## src/sv/pps_pkg.sv

```systemverilog
package pps_pkg;

    // Field widths
    localparam int DATA_W      = 8;
    localparam int CTRL_W      = 8;
    localparam int PHASE_W     = 3;
    localparam int TIMEOUT_W   = 20;
    localparam int DUR_W       = 10;
    localparam int IN_TDATA_W  = 16;
    localparam int OUT_TDATA_W = 24;
    localparam int CFG_IDX_W   = 3;
    localparam int CFG_DATA_W  = 20;

    // Command codes carried in the input tuser
    localparam logic CMD_TICK  = 1'b0;
    localparam logic CMD_WRITE = 1'b1;

    // Configuration register indexes
    localparam logic [CFG_IDX_W-1:0] CFG_PORT_ENABLED  = 3'd0;
    localparam logic [CFG_IDX_W-1:0] CFG_TIMEOUT_TICKS = 3'd1;
    localparam logic [CFG_IDX_W-1:0] CFG_SETUP_TICKS   = 3'd2;
    localparam logic [CFG_IDX_W-1:0] CFG_STROBE_TICKS  = 3'd3;
    localparam logic [CFG_IDX_W-1:0] CFG_HOLD_TICKS    = 3'd4;
    localparam logic [CFG_IDX_W-1:0] CFG_CONTROL_REST  = 3'd5;

    // Register reset values
    localparam logic [TIMEOUT_W-1:0] TIMEOUT_RST = 20'd100000;
    localparam logic [DUR_W-1:0]     SETUP_RST   = 10'd10;
    localparam logic [DUR_W-1:0]     STROBE_RST  = 10'd50;
    localparam logic [DUR_W-1:0]     HOLD_RST    = 10'd10;

    // Control pin bit 0 is the strobe
    localparam logic [CTRL_W-1:0] STROBE_BIT = 8'h01;

    typedef enum logic [PHASE_W-1:0] {
        PH_IDLE   = 3'd0,
        PH_WAIT   = 3'd1,
        PH_SETUP  = 3'd2,
        PH_STROBE = 3'd3,
        PH_HOLD   = 3'd4
    } t_phase;

    // One result beat
    typedef struct packed {
        logic                rejected;
        logic                timed_out;
        logic                done_res;
        t_phase              phase;
        logic [CTRL_W-1:0]   control_pins;
        logic [DATA_W-1:0]   data_pins;
    } t_pps_res;

endpackage

```

## src/sv/pps_core.sv

```systemverilog
module pps_core #(
    parameter int COUNT_WIDTH = 20
) (
    input  logic                              i_clk,
    input  logic                              i_rst_n,
    input  logic                              i_accept,
    input  logic                              i_cmd,
    input  logic [pps_pkg::DATA_W-1:0]        i_data_byte,
    input  logic                              i_not_busy_pin,
    input  logic                              i_cfg_wen,
    input  logic [pps_pkg::CFG_IDX_W-1:0]     i_cfg_index,
    input  logic [pps_pkg::CFG_DATA_W-1:0]    i_cfg_wdata,
    output pps_pkg::t_pps_res                 o_res
);

    // Compare width covers both the counter and the widest duration
    localparam int CMP_W = (COUNT_WIDTH > pps_pkg::TIMEOUT_W) ? COUNT_WIDTH
                                                               : pps_pkg::TIMEOUT_W;

    // Configuration registers
    logic                           r_enabled;
    logic [pps_pkg::TIMEOUT_W-1:0]  r_timeout;
    logic [pps_pkg::DUR_W-1:0]      r_setup;
    logic [pps_pkg::DUR_W-1:0]      r_strobe;
    logic [pps_pkg::DUR_W-1:0]      r_hold;
    logic [pps_pkg::CTRL_W-1:0]     r_ctrl_rest;

    // Transfer state
    pps_pkg::t_phase                r_phase, n_phase;
    logic [COUNT_WIDTH-1:0]         r_count, n_count;
    logic [pps_pkg::DATA_W-1:0]     r_latch, n_latch;
    logic                           n_done, n_tmo, n_rej;

    logic [pps_pkg::TIMEOUT_W-1:0]  dur_raw;
    logic [CMP_W-1:0]               dur_ext;
    logic [CMP_W-1:0]               dur_clamp;
    logic [CMP_W-1:0]               cnt_max_ext;
    logic [COUNT_WIDTH-1:0]         cnt_inc;
    logic                           reached;

    // Configuration writes
    always_ff @(posedge i_clk) begin
        if (!i_rst_n) begin
            r_enabled   <= 1'b0;
            r_timeout   <= pps_pkg::TIMEOUT_RST;
            r_setup     <= pps_pkg::SETUP_RST;
            r_strobe    <= pps_pkg::STROBE_RST;
            r_hold      <= pps_pkg::HOLD_RST;
            r_ctrl_rest <= '0;
        end else if (i_cfg_wen) begin
            unique case (i_cfg_index)
                pps_pkg::CFG_PORT_ENABLED:  r_enabled   <= i_cfg_wdata[0];
                pps_pkg::CFG_TIMEOUT_TICKS: r_timeout   <= i_cfg_wdata;
                pps_pkg::CFG_SETUP_TICKS:   r_setup     <= i_cfg_wdata[pps_pkg::DUR_W-1:0];
                pps_pkg::CFG_STROBE_TICKS:  r_strobe    <= i_cfg_wdata[pps_pkg::DUR_W-1:0];
                pps_pkg::CFG_HOLD_TICKS:    r_hold      <= i_cfg_wdata[pps_pkg::DUR_W-1:0];
                pps_pkg::CFG_CONTROL_REST:  r_ctrl_rest <= i_cfg_wdata[pps_pkg::CTRL_W-1:0];
                default: ;
            endcase
        end
    end

    // Duration of the current phase; timeout and strobe count at least one tick
    always_comb begin
        case (r_phase)
            pps_pkg::PH_WAIT:   dur_raw = r_timeout;
            pps_pkg::PH_SETUP:  dur_raw = pps_pkg::TIMEOUT_W'(r_setup);
            pps_pkg::PH_STROBE: dur_raw = pps_pkg::TIMEOUT_W'(r_strobe);
            pps_pkg::PH_HOLD:   dur_raw = pps_pkg::TIMEOUT_W'(r_hold);
            default:            dur_raw = '0;
        endcase
        if ((r_phase == pps_pkg::PH_WAIT || r_phase == pps_pkg::PH_STROBE) &&
            dur_raw == '0) begin
            dur_raw = pps_pkg::TIMEOUT_W'(1);
        end
    end

    // Clamp to the counter range, saturating increment, end-of-phase compare
    assign dur_ext     = CMP_W'(dur_raw);
    assign cnt_max_ext = CMP_W'({COUNT_WIDTH{1'b1}});
    assign dur_clamp   = (dur_ext > cnt_max_ext) ? cnt_max_ext : dur_ext;
    assign cnt_inc     = (&r_count) ? r_count : r_count + COUNT_WIDTH'(1);
    assign reached     = CMP_W'(cnt_inc) >= dur_clamp;

    // Next state
    always_comb begin
        n_phase = r_phase;
        n_count = r_count;
        n_latch = r_latch;
        n_done  = 1'b0;
        n_tmo   = 1'b0;
        n_rej   = 1'b0;
        if (i_cmd == pps_pkg::CMD_WRITE) begin
            if (!r_enabled || r_phase != pps_pkg::PH_IDLE) begin
                n_rej = 1'b1;
            end else begin
                n_latch = i_data_byte;
                n_phase = pps_pkg::PH_WAIT;
                n_count = '0;
            end
        end else begin
            unique case (r_phase)
                pps_pkg::PH_IDLE: ;
                pps_pkg::PH_WAIT: begin
                    // a ready sample always wins over the timeout
                    if (i_not_busy_pin) begin
                        n_count = '0;
                        n_phase = (r_setup == '0) ? pps_pkg::PH_STROBE : pps_pkg::PH_SETUP;
                    end else if (reached) begin
                        n_tmo   = 1'b1;
                        n_phase = pps_pkg::PH_IDLE;
                        n_count = '0;
                    end else begin
                        n_count = cnt_inc;
                    end
                end
                pps_pkg::PH_SETUP: begin
                    if (reached) begin
                        n_count = '0;
                        n_phase = pps_pkg::PH_STROBE;
                    end else begin
                        n_count = cnt_inc;
                    end
                end
                pps_pkg::PH_STROBE: begin
                    if (reached) begin
                        n_count = '0;
                        // zero hold ends the transfer with the strobe
                        if (r_hold == '0) begin
                            n_phase = pps_pkg::PH_IDLE;
                            n_done  = 1'b1;
                        end else begin
                            n_phase = pps_pkg::PH_HOLD;
                        end
                    end else begin
                        n_count = cnt_inc;
                    end
                end
                pps_pkg::PH_HOLD: begin
                    if (reached) begin
                        n_count = '0;
                        n_phase = pps_pkg::PH_IDLE;
                        n_done  = 1'b1;
                    end else begin
                        n_count = cnt_inc;
                    end
                end
                default: begin
                    n_phase = pps_pkg::PH_IDLE;
                    n_count = '0;
                end
            endcase
        end
    end

    // Pin outputs show the state after this beat
    always_comb begin
        o_res.data_pins    = '0;
        o_res.control_pins = r_ctrl_rest & ~pps_pkg::STROBE_BIT;
        case (n_phase)
            pps_pkg::PH_SETUP, pps_pkg::PH_HOLD: begin
                o_res.data_pins = n_latch;
            end
            pps_pkg::PH_STROBE: begin
                o_res.data_pins    = n_latch;
                o_res.control_pins = o_res.control_pins | pps_pkg::STROBE_BIT;
            end
            default: ;
        endcase
        o_res.phase     = n_phase;
        o_res.done_res  = n_done;
        o_res.timed_out = n_tmo;
        o_res.rejected  = n_rej;
    end

    // State update on each accepted beat
    always_ff @(posedge i_clk) begin
        if (!i_rst_n) begin
            r_phase <= pps_pkg::PH_IDLE;
            r_count <= '0;
            r_latch <= '0;
        end else if (i_accept) begin
            r_phase <= n_phase;
            r_count <= n_count;
            r_latch <= n_latch;
        end
    end

endmodule

```

## src/sv/parallel_port_strobe_sender.sv

```systemverilog
// Parallel-port byte sender with a strobe handshake.
// Input stream: tuser is the command (0 tick with a pin sample, 1 write a byte);
// tdata carries the byte and the sampled not-busy pin. A write starts a transfer:
// wait for not-busy (timeout after the set tick count), drive data for the setup
// time, pulse strobe for the strobe width, hold data for the hold time.
// Output stream: one result beat per input beat, showing the data pins, control
// pins (bit 0 strobe), phase, and done / timeout / reject flags.
// The result is registered at the edge that takes the input beat. Throughput is
// one beat per cycle while the receiver does not stall; the next-state logic of the
// transfer counter and phase machine is the only path between the registers.
// When the receiver stalls, the result register holds its beat and the input
// side takes a new beat in the same cycle the held one is taken.
// The user must write configuration registers through the plain write port while
// the block is idle (not enforced by the block). Reset clears the phase machine, the
// counter, the byte latch and the output valid, and loads the register defaults (port disabled).
module parallel_port_strobe_sender #(
    parameter int COUNT_WIDTH = 20
) (
    input  logic                                i_clk,
    input  logic                                i_rst_n,
    // input stream
    input  logic                                i_s_tvalid,
    output logic                                o_s_tready,
    input  logic [pps_pkg::IN_TDATA_W-1:0]      i_s_tdata,   // [7:0] data_byte, [8] not_busy_pin
    input  logic                                i_s_tuser,   // [0] cmd
    // output stream
    output logic                                o_m_tvalid,
    input  logic                                i_m_tready,
    output logic [pps_pkg::OUT_TDATA_W-1:0]     o_m_tdata,   // [7:0] data_pins, [15:8] control_pins,
                                                             // [18:16] phase, [19] done_res,
                                                             // [20] timed_out, [21] rejected
    // configuration
    input  logic                                i_cfg_wen,
    input  logic [pps_pkg::CFG_IDX_W-1:0]       i_cfg_index,
    input  logic [pps_pkg::CFG_DATA_W-1:0]      i_cfg_wdata
);

    logic              in_accept;
    pps_pkg::t_pps_res core_res;
    pps_pkg::t_pps_res r_res;
    logic              r_valid;

    // The result register frees up when empty or when its beat is taken
    assign o_s_tready = !r_valid || i_m_tready;
    assign in_accept  = i_s_tvalid && o_s_tready;

    pps_core #(
        .COUNT_WIDTH (COUNT_WIDTH)
    ) u_core (
        .i_clk          (i_clk),
        .i_rst_n        (i_rst_n),
        .i_accept       (in_accept),
        .i_cmd          (i_s_tuser),
        .i_data_byte    (i_s_tdata[pps_pkg::DATA_W-1:0]),
        .i_not_busy_pin (i_s_tdata[pps_pkg::DATA_W]),
        .i_cfg_wen      (i_cfg_wen),
        .i_cfg_index    (i_cfg_index),
        .i_cfg_wdata    (i_cfg_wdata),
        .o_res          (core_res)
    );

    // Output valid
    always_ff @(posedge i_clk) begin
        if (!i_rst_n) begin
            r_valid <= 1'b0;
        end else if (o_s_tready) begin
            r_valid <= i_s_tvalid;
        end
    end

    // Output payload
    always_ff @(posedge i_clk) begin
        if (in_accept) begin
            r_res <= core_res;
        end
    end

    assign o_m_tvalid = r_valid;
    assign o_m_tdata  = pps_pkg::OUT_TDATA_W'(r_res);

endmodule

```

## config.mk

```make
export PLATFORM = sky130hd
export DESIGN_NAME = parallel_port_strobe_sender
export DESIGN_NICKNAME = d
export VERILOG_FILES = /design/src/sv/pps_pkg.sv /design/src/sv/pps_core.sv /design/src/sv/parallel_port_strobe_sender.sv
export SDC_FILE = /design/constraint.sdc
export NUM_CORES = 1
export LEC_CHECK = 0
export BUFFER_PORTS_ARGS = -buffer_cell sky130_fd_sc_hd__buf_2
export CORE_ASPECT_RATIO = 0.7
export CORE_MARGIN = 2
export CORE_UTILIZATION = 58
export DETAILED_ROUTE_END_ITERATION = 8
export GPL_ROUTABILITY_DRIVEN = 0
export PLACE_DENSITY = 0.8
export SLEW_MARGIN = 10
export SYNTH_ARGS = -nofsm -noshare
export SYNTH_HDL_FRONTEND = slang
export SYNTH_HIERARCHICAL = 1
export SYNTH_SLANG_ARGS = --single-unit
```

## constraint.sdc

```tcl
create_clock -name i_clk -period 4.8 [get_ports i_clk]
set_clock_uncertainty 0.05 [all_clocks]
set_input_delay 0.24 -clock i_clk [delete_from_list [all_inputs] [get_ports i_clk]]
set_output_delay 0.24 -clock i_clk [all_outputs]
set_load 0.02 [all_outputs]
```

# Yosys cells after proc, flatten, opt, wreduce, memory -nomap -nowiden
# Index checks and enable logic that the tools add are counted.
# classes
div,0
n_eq_ne,14
order_cmp,2
multipliers,0
bitwise_logic,1
add_sub_neg,1
n_shift,0
n_mux,26
n_reduce_logical,24
# ops
operator,count
2-to-1 mux 20 bit,7
case mux 20 bit (4 select lines),1
case mux 20 bit (3 select lines),1
2-to-1 mux 3 bit,7
adder 20 x 1 -> 20 bit (second input constant),1
greater-or-equal comparator 20 bit,1
greater-than comparator 20 bit (second input constant),1
logical NOT 10 bit,2
logical NOT 20 bit,1
AND reduction 20 bit,1
equality test 3 x 2 -> 1 bit (second input constant),6
2-to-1 mux 8 bit,2
case mux 3 bit (5 select lines),1
equality test 3 bit (second input constant),4
AND reduction 2 bit,6
OR reduction 3 bit,3
equality test 3 x 1 -> 1 bit (second input constant),2
logical NOT 3 bit,2
2-to-1 mux 1 bit,6
inequality test 2 bit (second input constant),2
logical OR 1 bit,3
AND reduction 3 bit,1
nonzero test 3 bit,1
logical AND 1 bit,2
3 further kinds,4
# totals
mem_bits_ro,0
latch_bits,0
out_inout_bits,26
mem_bits_rw,0
inputBits,45
wordCells,84
register_bits,113
memories,0

# Depth between registers and ports, before layout
# Gate-level depths: netlist of the first run.
# logic_depth
word_depth,14
mapped_depth,19
ltp_nobuf,16

# By module
# The synthesis of the first run kept the hierarchy.
# modules_own_cells
module,seq_area_each_um2,n_inst,area_per_inst_um2,cells_per_inst
pps_core,1781.7,1,5144.9,656
parallel_port_strobe_sender,680.7,1,737.0,30

# Worst setup path after synthesis of the first run
# No wires, ideal clock.
# synth_path
kind,flip-flop to flip-flop
from,register u_core.r_count[8]
to,"register r_res, in the netlist o_m_tdata[0], data pin"
setup_slack_ns,0.663
setup_time_ns,0.276
arrival_time_ns,3.811
stages_incl_launch_ff,16
period_less_slack_ns,4.137
t_required_ns,4.474
path_cell_list,dfxtp_1 > buf_2 > nand4_1 > nor4_1 > and3_1 > and3_1 > mux2_2 > ha_1 > and4_4 > nand4_1 > nor3_1 > o31ai_1 > a2111o_1 > o211a_1 > a211oi_2 > a21oi_1
# synth_via
elab_chain_cells,9
word_cells_on_any_way,14
cone_classes,add/sub: 1; order compare: 1; eq/ne: 3; mux: 7; reduce/logical: 2
# synth_lines
element,line_no,text
"start, declared",pps_core.sv:30,"logic [COUNT_WIDTH-1:0] r_count, n_count;"
"start signal, assigned",pps_core.sv:184,r_count <= n_count;
adder 20 x 1 -> 20 bit / AND reduction 20 bit (equally long branches),pps_core.sv:82,assign cnt_inc = (&r_count) ? r_count : r_count + COUNT_WIDTH'(1);
2-to-1 mux 20 bit (*),pps_core.sv:82,
greater-or-equal comparator 20 bit (*),pps_core.sv:83,assign reached = CMP_W'(cnt_inc) >= dur_clamp;
2-to-1 mux 3 bit,"pps_core.sv:109, pps_core.sv:140",
2-to-1 mux 3 bit,pps_core.sv:106,if (i_not_busy_pin) begin
case mux 3 bit (5 select lines) (*),pps_core.sv:102,unique case (r_phase)
2-to-1 mux 3 bit (*),pps_core.sv:93,if (i_cmd == pps_pkg::CMD_WRITE) begin
equality test 3 x 2 -> 1 bit / equality test 3 bit (equally long branches),pps_core.sv:160,case (n_phase)
OR reduction 3 bit (no source line) (*),-,
"end signal, assigned",parallel_port_strobe_sender.sv:74,r_res <= core_res;
"end, declared",parallel_port_strobe_sender.sv:40,pps_pkg::t_pps_res r_res;
# Mark *: on every way between the ends. The rest lies on a longest branch, timed or not.
# A chain may end at the register's enable or synchronous reset.

# Worst setup path after layout of the first run
# layout_path
from,register u_core.r_count[4]
to,"register r_res, in the netlist o_m_tdata[2], data pin"
# Same word-level chain as after synthesis.

==> results of run 1 <==
## layer usage
layer	GRT usage	vias to the layer above
met4	0.08172	0
met1	0.3549	2452
met2	0.4183	251
met3	0.06469	30
met5	0	-
li1	-	2495
## sequential cells by signal, indices dropped and copies added (netlist names)
name / cells
o_m_tdata: 22
o_m_tvalid: 1
u_core/r_count: 20
u_core/r_ctrl_rest: 7
u_core/r_enabled: 1
u_core/r_hold: 10
u_core/r_latch: 8
u_core/r_phase: 3
u_core/r_setup: 10
u_core/r_strobe: 10
u_core/r_timeout: 20
## worst min-delay path, cell delays in order
cell,delay (ns)
sky130_fd_sc_hd__buf_2,0.08
sky130_fd_sc_hd__nand2_1,0.04
sky130_fd_sc_hd__nand3_1,0.06
## cells in the mapped netlist, types with 2 or more instances
master,count,area [sq um]
sky130_fd_sc_hd__ha_1,21,262.8
sky130_fd_sc_hd__nand4_1,8,50.05
sky130_fd_sc_hd__nor2b_1,23,143.9
sky130_fd_sc_hd__nand2_1,149,559.3
sky130_fd_sc_hd__mux2_2,14,157.7
sky130_fd_sc_hd__a2111oi_4,2,55.05
sky130_fd_sc_hd__o21ai_0,12,60.06
sky130_fd_sc_hd__dfxtp_1,90,1802
sky130_fd_sc_hd__nor3b_1,7,52.55
sky130_fd_sc_hd__or4_1,2,15.01
sky130_fd_sc_hd__and2_1,3,18.77
sky130_fd_sc_hd__or2_2,2,12.51
sky130_fd_sc_hd__nand3b_1,4,30.03
sky130_fd_sc_hd__buf_2,4,20.02
sky130_fd_sc_hd__nor3_1,11,55.05
sky130_fd_sc_hd__o211a_1,2,20.02
sky130_fd_sc_hd__nor2_1,33,123.9
sky130_fd_sc_hd__xnor2_1,11,96.34
sky130_fd_sc_hd__mux2i_1,10,100.1
sky130_fd_sc_hd__or3_1,6,37.54
sky130_fd_sc_hd__a21oi_1,38,190.2
sky130_fd_sc_hd__o21a_1,5,37.54
sky130_fd_sc_hd__a22oi_1,13,97.59
sky130_fd_sc_hd__nor4_1,7,43.79
sky130_fd_sc_hd__a21boi_0,55,412.9
sky130_fd_sc_hd__nand2b_1,5,31.28
sky130_fd_sc_hd__xor2_1,3,26.28
sky130_fd_sc_hd__and3_2,2,15.01
sky130_fd_sc_hd__a31oi_1,3,18.77
sky130_fd_sc_hd__edfxtp_1,22,660.6
sky130_fd_sc_hd__buf_4,7,52.55
sky130_fd_sc_hd__clkbuf_1,30,112.6
sky130_fd_sc_hd__and3_1,7,43.79
sky130_fd_sc_hd__nand3_1,35,175.2
sky130_fd_sc_hd__inv_1,9,33.78
sky130_fd_sc_hd__a21o_1,7,52.55
## worst paths after layout
kind                                       end  slack (ns)  cells past startpoint
max reg2reg             o_m_tdata[2]$_DFFE_PP_        0.22                     16
min          u_core/r_timeout[10]$_SDFFE_PN1P_        0.05                      3
max                     o_m_tdata[2]$_DFFE_PP_        0.22                     16
min reg2reg            o_m_tdata[15]$_DFFE_PP_        0.39                      0
## cell type report
class,instances,share of cell area
Clock inverter,7,0.008764
Timing Repair Buffer,75,0.06249
Sequential cell,112,0.3751
Inverter,9,0.005144
Tap cell,128,0.02439
Clock buffer,9,0.03429
Multi-Input combinational cell,524,0.4898
## stage by stage
stage / hold WS [ns] / utilization
2_1_floorplan: 0.3140 / -
3_3_place_gp: 0.3683 / 0.6382
3_5_place_dp: 0.3699 / 0.6382
4_1_cts: 0.04942 / 0.6671
5_1_grt: 0.06745 / 0.6704
6_report: 0.05346 / 0.6704
## power by group through the flow
stage | logic (mW) | registers, mW | clock network [mW]
4_1_cts | 0.258 | 1.00 | 0.719
3_3_place_gp | 0.246 | 1.02 | 0
6_report | 0.264 | 1.00 | 0.712
3_5_place_dp | 0.255 | 1.02 | 0
2_1_floorplan | 0.158 | 1.03 | 0
5_1_grt | 0.282 | 1.01 | 0.756
## what timing repair did
action                                  4_1_cts  5_1_grt
gates resized for setup                       0        4
buffers inserted                              0        2
endpoints found under the setup margin        0       10
## cells by family after synthesis
kind of cell / Yosys count
DFF: 112
AOI/OAI and AO/OA: 149
buffers and inverters: 51
and+or+nand+nor: 314
adders and majority gates: 21
other: 1
xor gates and xnor gates: 14
muxes: 24
==> flow_summary.html, run 1 <==
<table>
<tr><th>Metric</th><th>Value</th></tr>
<tr><th colspan="2">Synthesis</th></tr>
<tr><td>Count of synthesis-stage warnings from yosys</td><td>6</td></tr>
<tr><td>Async SR Flop Fraction</td><td>0</td></tr>
<tr><td>Post-synthesis adder-cell area fraction</td><td>0.04467</td></tr>
<tr><td>Largest family of logic cells by synthesized area</td><td>simple AND/OR/NAND/NOR gates</td></tr>
<tr><td>Post-synth EDFFs</td><td>22</td></tr>
<tr><td>Synth Area in XOR/XNOR</td><td>0.02085</td></tr>
<tr><td>Register bit count reported by yosys</td><td>112</td></tr>
<tr><td>Complex-gate fraction of the synthesized area</td><td>0.1785</td></tr>
<tr><td>Post-synthesis mux area share</td><td>0.04382</td></tr>
<tr><td>Mapped Area</td><td>5882 sq um</td></tr>
<tr><td>Number of cells produced by synthesis</td><td>between 600 and 700</td></tr>
<tr><td>Primary flip-flop cell chosen by synthesis mapping</td><td>sky130_fd_sc_hd__dfxtp_1</td></tr>
<tr><td>Sequential-to-total area share from yosys stat</td><td>0.4186</td></tr>
<tr><td>Number of library cell types mapped by synthesis</td><td>60</td></tr>
<tr><td>Post-synthesis simple-gate area fraction</td><td>0.2551</td></tr>
<tr><td>Mean cell area of the mapped netlist</td><td>8.574 sq um</td></tr>
<tr><th colspan="2">Critical path</th></tr>
<tr><td>Maximum fanout along the worst path</td><td>8</td></tr>
<tr><td>Worst path max stage delay</td><td>about 0.46 ns</td></tr>
<tr><td>Endpoint class of the critical path</td><td>flop</td></tr>
<tr><td>CP delay by family, top</td><td>simple AND/OR/NAND/NOR gates</td></tr>
<tr><td>Nature of the critical path startpoint</td><td>flop</td></tr>
<tr><td>Critical path launch point</td><td>u_core/r_count[4]$_SDFFE_PN0P_</td></tr>
<tr><td>Critical path's slowest cell</td><td>sky130_fd_sc_hd__a2111o_1</td></tr>
<tr><td>Worst setup path category</td><td>flop to flop</td></tr>
<tr><td>Arrival time reported for the critical path endpoint</td><td>4.71 ns</td></tr>
<tr><td>Startpoint of the most critical register-to-register path</td><td>u_core/r_count[4]$_SDFFE_PN0P_</td></tr>
<tr><td>Data required, critical path</td><td>slightly below 5 ns</td></tr>
<tr><td>Buf+Inv Stages, Crit Path</td><td>2</td></tr>
<tr><td>Critical path, cell by cell</td><td>nand4_1 -&gt; nor4_2 -&gt; and3_1 -&gt; and3_1 -&gt; mux2_2 -&gt; ha_1 -&gt; and4_4 -&gt; nand4_1 -&gt; nor3_2 -&gt; o31ai_1 -&gt; buf_4 -&gt; a2111o_1 -&gt; a2111oi_4 -&gt; a211oi_2 -&gt; buf_4 -&gt; a21oi_1</td></tr>
<tr><th colspan="2">Job</th></tr>
<tr><td>Maximum Capacitance Violations</td><td>0</td></tr>
<tr><th colspan="2">Global routing</th></tr>
<tr><td>Largest net degree at the start of global routing</td><td>91</td></tr>
<tr><td>Via count of the first global-routing pass</td><td>4709</td></tr>
<tr><td>Number of antenna violations at the first check in global routing</td><td>0</td></tr>
<tr><td>Grt ovf</td><td>0</td></tr>
<tr><td>First-pass GRT wire length</td><td>between 20000 and 25000 microns</td></tr>
<tr><td>Total track usage</td><td>0.2610</td></tr>
<tr><th colspan="2">Timing</th></tr>
<tr><td>Period Utilization, post-route</td><td>0.9536</td></tr>
<tr><td>Setup violators final</td><td>0</td></tr>
<tr><td>Fin. max-slew vios</td><td>0</td></tr>
<tr><td>Headroom to the max-slew limit</td><td>0.4700</td></tr>
<tr><td>Min cycle time layout</td><td>4.577 ns</td></tr>
<tr><td>Worst Max-Slew Pin Slew</td><td>0.7949 ns</td></tr>
<tr><td>Post-route setup slack</td><td>0.2225 ns</td></tr>
<tr><td>Total negative slack</td><td>0 ns</td></tr>
<tr><td>Number of endpoints with negative hold slack in the final report</td><td>0</td></tr>
<tr><td>Max Clk Rate</td><td>0.2185 GHz</td></tr>
<tr><th colspan="2">Place</th></tr>
<tr><td>Post-placement setup slack</td><td>0.1530 ns</td></tr>
<tr><td>Area of placed instances</td><td>6252 sq um</td></tr>
<tr><td>Placed Cells</td><td>846</td></tr>
<tr><td>Post-DP HPWL</td><td>about 10000 microns</td></tr>
<tr><td>PortBufs</td><td>61</td></tr>
<tr><th colspan="2">Final layout</th></tr>
<tr><td>Relative area change from synthesis to final layout</td><td>11.66%</td></tr>
<tr><td>Final design instance area without fill</td><td>approximately 6600 sq um</td></tr>
<tr><td>Leading cell type in the layout, fill and taps excluded</td><td>sky130_fd_sc_hd__nand2_1</td></tr>
<tr><td>Filler cells</td><td>roughly 780</td></tr>
<tr><td>Antenna diode count</td><td>0</td></tr>
<tr><td>Combined area of the multi-input logic cells</td><td>3217 sq um</td></tr>
<tr><td>Post-layout nets</td><td>approximately 800</td></tr>
<tr><td>Share of post-route cells with drive strength above 1</td><td>0.1658</td></tr>
<tr><td>Highest-count cells in the layout ignoring fill and taps</td><td>sky130_fd_sc_hd__nand2_1 (149), sky130_fd_sc_hd__dfxtp_1 (89), sky130_fd_sc_hd__buf_2 (61)</td></tr>
<tr><td>Footprint of the flip-flops and latches</td><td>2464 sq um</td></tr>
<tr><td>Finished Layout Cells</td><td>864</td></tr>
<tr><th colspan="2">Clock tree</th></tr>
<tr><td>Cell at the root of the clock tree</td><td>sky130_fd_sc_hd__clkbuf_16</td></tr>
<tr><td>Total CTS buffers</td><td>9</td></tr>
<tr><td>CTS clk-pin slew, worst paths</td><td>0.07 ns</td></tr>
<tr><td>Clock latency on the worst-skew pair</td><td>0.35 ns</td></tr>
<tr><td>Maximum clock insertion buffer count</td><td>2</td></tr>
<tr><td>Number of H-tree levels</td><td>3</td></tr>
<tr><td>TritonCTS clock tree</td><td>yes</td></tr>
<tr><td>Clock net sink count</td><td>112</td></tr>
<tr><td>Count of hold-fix buffers inserted at cts</td><td>0</td></tr>
<tr><th colspan="2">Detailed routing</th></tr>
<tr><td>Uppermost routed layer</td><td>met4</td></tr>
<tr><td>Met1 wire length</td><td>between 6000 and 7000 microns</td></tr>
<tr><td>Routed len/inst</td><td>between 15 and 20 microns</td></tr>
<tr><td>DR pass1 iterations</td><td>5</td></tr>
<tr><td># DRC</td><td>0</td></tr>
<tr><td>Total met2 wirelength after detailed routing</td><td>6420 microns</td></tr>
<tr><td>Sum of routed wire length over all layers</td><td>~15000 microns</td></tr>
<tr><td>Overall via count from detail_route</td><td>5228</td></tr>
<tr><td>Vias per cell</td><td>6.051</td></tr>
<tr><td>Total met3 wirelength after detailed routing</td><td>1348 microns</td></tr>
<tr><td>Post-detailed-route count of antenna-violating nets</td><td>0</td></tr>
<tr><td>Number of DRC markers after the initial detailed-route iteration</td><td>480</td></tr>
<tr><th colspan="2">Die</th></tr>
<tr><td>Std cell rows</td><td>30</td></tr>
<tr><td>Full die area</td><td>10980 sq um</td></tr>
<tr><td>I/O Pins</td><td>71</td></tr>
<tr><td>Die width</td><td>124.4 microns</td></tr>
<tr><td>Height of the die</td><td>88.26 microns</td></tr>
<tr><td>Core region area</td><td>9797 sq um</td></tr>
<tr><td>Initial Util</td><td>0.6004</td></tr>
<tr><th colspan="2">Power</th></tr>
<tr><td>Seq pwr share</td><td>0.507</td></tr>
<tr><td>Worst-case vdd ir drop</td><td>0.0001896 V</td></tr>
<tr><td>Total chip power</td><td>1.980 mW</td></tr>
<tr><td>Clock network power share</td><td>0.360</td></tr>
<tr><td>Share of total power in combinational logic</td><td>0.133</td></tr>
<tr><td>Switching power</td><td>536.0 uW</td></tr>
<tr><td>Leakage component of the power</td><td>approximately 2.5 nW</td></tr>
<tr><td>Fraction of power spent switching nets</td><td>0.2707</td></tr>
<tr><td>Pwr per Cell Area</td><td>301.4 nW/um^2</td></tr>
<tr><td>Cell-internal power</td><td>1.444 mW</td></tr>
<tr><th colspan="2">Hold path</th></tr>
<tr><td>Class of the tightest hold or removal check</td><td>input port to flop</td></tr>
<tr><td>Startpoint of the worst hold path</td><td>i_cfg_wdata[10]</td></tr>
<tr><th colspan="2">Run status</th></tr>
<tr><td>Result of the run</td><td>completed</td></tr>
</table>
No activity file was read; power rests on OpenSTA's default activity.
==> run 2, diff against run 1 <==
PLACE_DENSITY = 0.77   (was 0.8)
==> run 2 against run 1 <==
Net effect:
- combinational power decreased by 2%
- critical path depth decreased by 2
- power decreased by 0.73%
- register-to-register slack improved by 0.02 ns
- first-iteration DRC count decreased by 16%
- sequential share of layout area increased by 0.088 points
- count of clock-buffer cells in the layout increased by 2
- final area decreased by 0.29%
- die area unchanged
- maximum frequency increased by 0.42%
- sequential power about the same
- cell count decreased by 0.23%
- highest routed layer unchanged
==> flow_summary.html, run 2 (synthesis gave the netlist of run 1 again) <==
<table>
<tr><th>Metric</th><th>Value</th></tr>
<tr><th colspan="2">Critical path</th></tr>
<tr><td>Worst setup path category</td><td>flop to flop</td></tr>
<tr><td>Critical path's slowest cell</td><td>sky130_fd_sc_hd__a2111oi_4</td></tr>
<tr><td>Data required, critical path</td><td>4.85 ns (-0.09 ns)</td></tr>
<tr><td>Critical path, cell by cell</td><td>nand4_1 -&gt; or2_2 -&gt; or3_1 -&gt; nor3_1 -&gt; xor2_1 -&gt; ha_1 -&gt; and2_0 -&gt; a221o_1 -&gt; a2111oi_4 -&gt; nand2_1 -&gt; o211a_1 -&gt; a211oi_2 -&gt; buf_4 -&gt; a21oi_1</td></tr>
<tr><td>Worst path max stage delay</td><td>0.56 ns (+0.10 ns)</td></tr>
<tr><td>Nature of the critical path startpoint</td><td>flop</td></tr>
<tr><td>Buf+Inv Stages, Crit Path</td><td>1 (-1)</td></tr>
<tr><td>CP delay by family, top</td><td>simple AND/OR/NAND/NOR gates</td></tr>
<tr><td>Maximum fanout along the worst path</td><td>8 (unchanged)</td></tr>
<tr><td>Arrival time reported for the critical path endpoint</td><td>4.61 ns (-0.10 ns)</td></tr>
<tr><td>Endpoint class of the critical path</td><td>flop</td></tr>
<tr><th colspan="2">Die</th></tr>
<tr><td>I/O Pins</td><td>71 (unchanged)</td></tr>
<tr><td>Height of the die</td><td>88.26 microns (unchanged)</td></tr>
<tr><td>Full die area</td><td>10980 sq um (unchanged)</td></tr>
<tr><td>Core region area</td><td>9797 sq um (unchanged)</td></tr>
<tr><td>Die width</td><td>124.4 microns (unchanged)</td></tr>
<tr><td>Initial Util</td><td>0.6004 (unchanged)</td></tr>
<tr><td>Std cell rows</td><td>30 (unchanged)</td></tr>
<tr><th colspan="2">Detailed routing</th></tr>
<tr><td># DRC</td><td>0 (unchanged)</td></tr>
<tr><td>Sum of routed wire length over all layers</td><td>14270 microns (-1.7%)</td></tr>
<tr><td>Uppermost routed layer</td><td>met4</td></tr>
<tr><td>Routed len/inst</td><td>16.56 microns (-1.4%)</td></tr>
<tr><td>Number of DRC markers after the initial detailed-route iteration</td><td>402 (-16%)</td></tr>
<tr><td>Vias per cell</td><td>5.979 (-1.2%)</td></tr>
<tr><td>Total met2 wirelength after detailed routing</td><td>6470 microns (+0.78%)</td></tr>
<tr><td>Met1 wire length</td><td>6501 microns (+0.28%)</td></tr>
<tr><td>Total met3 wirelength after detailed routing</td><td>1042 microns (-23%)</td></tr>
<tr><td>Post-detailed-route count of antenna-violating nets</td><td>0 (unchanged)</td></tr>
<tr><td>Overall via count from detail_route</td><td>5154 (-1.4%)</td></tr>
<tr><td>DR pass1 iterations</td><td>6 (+1)</td></tr>
<tr><th colspan="2">Timing</th></tr>
<tr><td>Number of endpoints with negative hold slack in the final report</td><td>0 (unchanged)</td></tr>
<tr><td>Worst Max-Slew Pin Slew</td><td>0.7869 ns (-0.007985 ns)</td></tr>
<tr><td>Fin. max-slew vios</td><td>0 (unchanged)</td></tr>
<tr><td>Final worst hold slack</td><td>0.05595 ns (+0.002490 ns)</td></tr>
<tr><td>Headroom to the max-slew limit</td><td>0.4738 (+0.003739)</td></tr>
<tr><td>Post-route setup slack</td><td>0.2417 ns (+0.01915 ns)</td></tr>
<tr><td>Max Clk Rate</td><td>0.2194 GHz (+0.42%)</td></tr>
<tr><td>Period Utilization, post-route</td><td>0.9497 (-0.003989)</td></tr>
<tr><td>Setup violators final</td><td>0 (unchanged)</td></tr>
<tr><td>Min cycle time layout</td><td>4.558 ns (-0.01915 ns)</td></tr>
<tr><th colspan="2">Place</th></tr>
<tr><td>PortBufs</td><td>61 (unchanged)</td></tr>
<tr><td>Post-DP HPWL</td><td>10230 microns (-0.24%)</td></tr>
<tr><td>Post-placement setup slack</td><td>0.2098 ns (+0.05680 ns)</td></tr>
<tr><td>Placed Cells</td><td>845 (-0.12%)</td></tr>
<tr><th colspan="2">Final layout</th></tr>
<tr><td>Post-layout nets</td><td>795 (-0.25%)</td></tr>
<tr><td>Highest-count cells in the layout ignoring fill and taps</td><td>sky130_fd_sc_hd__nand2_1 (149), sky130_fd_sc_hd__dfxtp_1 (90), sky130_fd_sc_hd__buf_2 (61)</td></tr>
<tr><td>Relative area change from synthesis to final layout</td><td>11.34%</td></tr>
<tr><td>Filler cells</td><td>799 (+2.8%)</td></tr>
<tr><td>Leading cell type in the layout, fill and taps excluded</td><td>sky130_fd_sc_hd__nand2_1</td></tr>
<tr><td>Antenna diode count</td><td>0 (unchanged)</td></tr>
<tr><td>Largest register FFs</td><td>22 (unchanged)</td></tr>
<tr><td>Finished Layout Cells</td><td>862 (-0.23%)</td></tr>
<tr><td>Share of post-route cells with drive strength above 1</td><td>0.1594 (-0.006360)</td></tr>
<tr><th colspan="2">Global routing</th></tr>
<tr><td>First-pass GRT wire length</td><td>22800 microns (-0.39%)</td></tr>
<tr><td>Number of antenna violations at the first check in global routing</td><td>0 (unchanged)</td></tr>
<tr><td>Via count of the first global-routing pass</td><td>4623 (-1.8%)</td></tr>
<tr><td>Total track usage</td><td>0.2597 (-0.001269)</td></tr>
<tr><td>Grt ovf</td><td>0 (unchanged)</td></tr>
<tr><td>Largest net degree at the start of global routing</td><td>91 (unchanged)</td></tr>
<tr><th colspan="2">Clock tree</th></tr>
<tr><td>TritonCTS clock tree</td><td>yes</td></tr>
<tr><td>Cell at the root of the clock tree</td><td>sky130_fd_sc_hd__clkbuf_16</td></tr>
<tr><td>Count of hold-fix buffers inserted at cts</td><td>0 (unchanged)</td></tr>
<tr><td>Maximum clock insertion buffer count</td><td>2 (unchanged)</td></tr>
<tr><td>Number of H-tree levels</td><td>3 (unchanged)</td></tr>
<tr><td>Clock latency on the worst-skew pair</td><td>0.35 ns (about the same)</td></tr>
<tr><td>Clock net sink count</td><td>112 (unchanged)</td></tr>
<tr><td>CTS clk-pin slew, worst paths</td><td>0.07 ns (about the same)</td></tr>
<tr><td>Total CTS buffers</td><td>9 (unchanged)</td></tr>
<tr><th colspan="2">Job</th></tr>
<tr><td>Maximum Capacitance Violations</td><td>0 (unchanged)</td></tr>
<tr><th colspan="2">Power</th></tr>
<tr><td>Leakage component of the power</td><td>2.542 nW (about the same)</td></tr>
<tr><td>Worst-case vdd ir drop</td><td>0.0001605 V (-15%)</td></tr>
<tr><td>Pwr per Cell Area</td><td>300.1 nW/um^2 (-0.45%)</td></tr>
<tr><th colspan="2">Hold path</th></tr>
<tr><td>Class of the tightest hold or removal check</td><td>input port to flop</td></tr>
<tr><th colspan="2">Run status</th></tr>
<tr><td>Result of the run</td><td>completed</td></tr>
</table>
==> run 2: cell count changes in the layout (fill, tap and decap cells not counted), moves of 2 or more <==
cell	previous run	this run
sky130_fd_sc_hd__buf_4	14	12
sky130_fd_sc_hd__clkbuf_1	0	2
sky130_fd_sc_hd__clkinvlp_4	5	1
sky130_fd_sc_hd__inv_6	0	2
==> run 2: timing repair <==
action	in CTS	in global routing
buffers inserted	0	1
endpoints found under the setup margin	0	12
gates resized for setup	0	4
==> run 2: metrics by stage <==
stage | instance area, sq um | TNS [ns] | utilization | power (mW)
global route | 6549 | -0.004293 | 0.6685 | 2.032
floorplan | 5886 | 0 | - | 1.191
CTS | 6516 | 0 | 0.6651 | 1.966
detailed placement | 6245 | 0 | 0.6374 | 1.279
global placement | 6245 | 0 | 0.6374 | 1.269
finish | 6549 | 0 | 0.6685 | 1.965
==> run 2: worst paths after layout <==
check                                      endpoint                          startpoint  cells past startpoint  slack (ns)
setup / recovery             o_m_tdata[1]$_DFFE_PP_      u_core/r_count[4]$_SDFFE_PN0P_                     14        0.24
hold / removal    u_core/r_timeout[10]$_SDFFE_PN1P_                     i_cfg_wdata[10]                      3        0.06
setup reg to reg             o_m_tdata[1]$_DFFE_PP_      u_core/r_count[4]$_SDFFE_PN0P_                     14        0.24
hold reg to reg             o_m_tdata[14]$_DFFE_PP_  u_core/r_ctrl_rest[6]$_SDFFE_PN0P_                      0        0.39
==> run 2: cell type report <==
type / count / area [sq um] / share of cell area
Clock inverter: 5 / 38.79 / 0.005923
Tap cell: 128 / 160.2 / 0.02446
Clock buffer: 11 / 232.7 / 0.03554
Multi-Input combinational cell: 524 / 3226 / 0.4925
Sequential cell: 112 / 2462 / 0.3760
Timing Repair Buffer: 73 / 395.4 / 0.06037
Inverter: 9 / 33.78 / 0.005159
==> run 2: power by group <==
part           internal (mW)  switching (mW)
clock                  0.357           0.344
sequential             0.986          0.0200
combinational          0.101           0.159
total                   1.44           0.522
==> run 2: worst reg2reg max path: stages, from the launching register on <==
cell                        delay (ns)
sky130_fd_sc_hd__dfxtp_1          0.43
sky130_fd_sc_hd__nand4_1          0.22
sky130_fd_sc_hd__or2_2            0.35
sky130_fd_sc_hd__or3_1            0.46
sky130_fd_sc_hd__nor3_1           0.34
sky130_fd_sc_hd__xor2_1           0.21
sky130_fd_sc_hd__ha_1             0.25
sky130_fd_sc_hd__and2_0           0.17
sky130_fd_sc_hd__a221o_1          0.33
sky130_fd_sc_hd__a2111oi_4        0.56
sky130_fd_sc_hd__nand2_1          0.18
sky130_fd_sc_hd__o211a_1          0.31
sky130_fd_sc_hd__a211oi_2         0.19
sky130_fd_sc_hd__buf_4            0.19
sky130_fd_sc_hd__a21oi_1          0.06
==> run 2: per-layer routing <==
layer,vias up,global-route usage
met3,23,0.04716
met1,2439,0.3668
met2,213,0.4103
li1,2479,-
met5,-,0
met4,0,0.08580
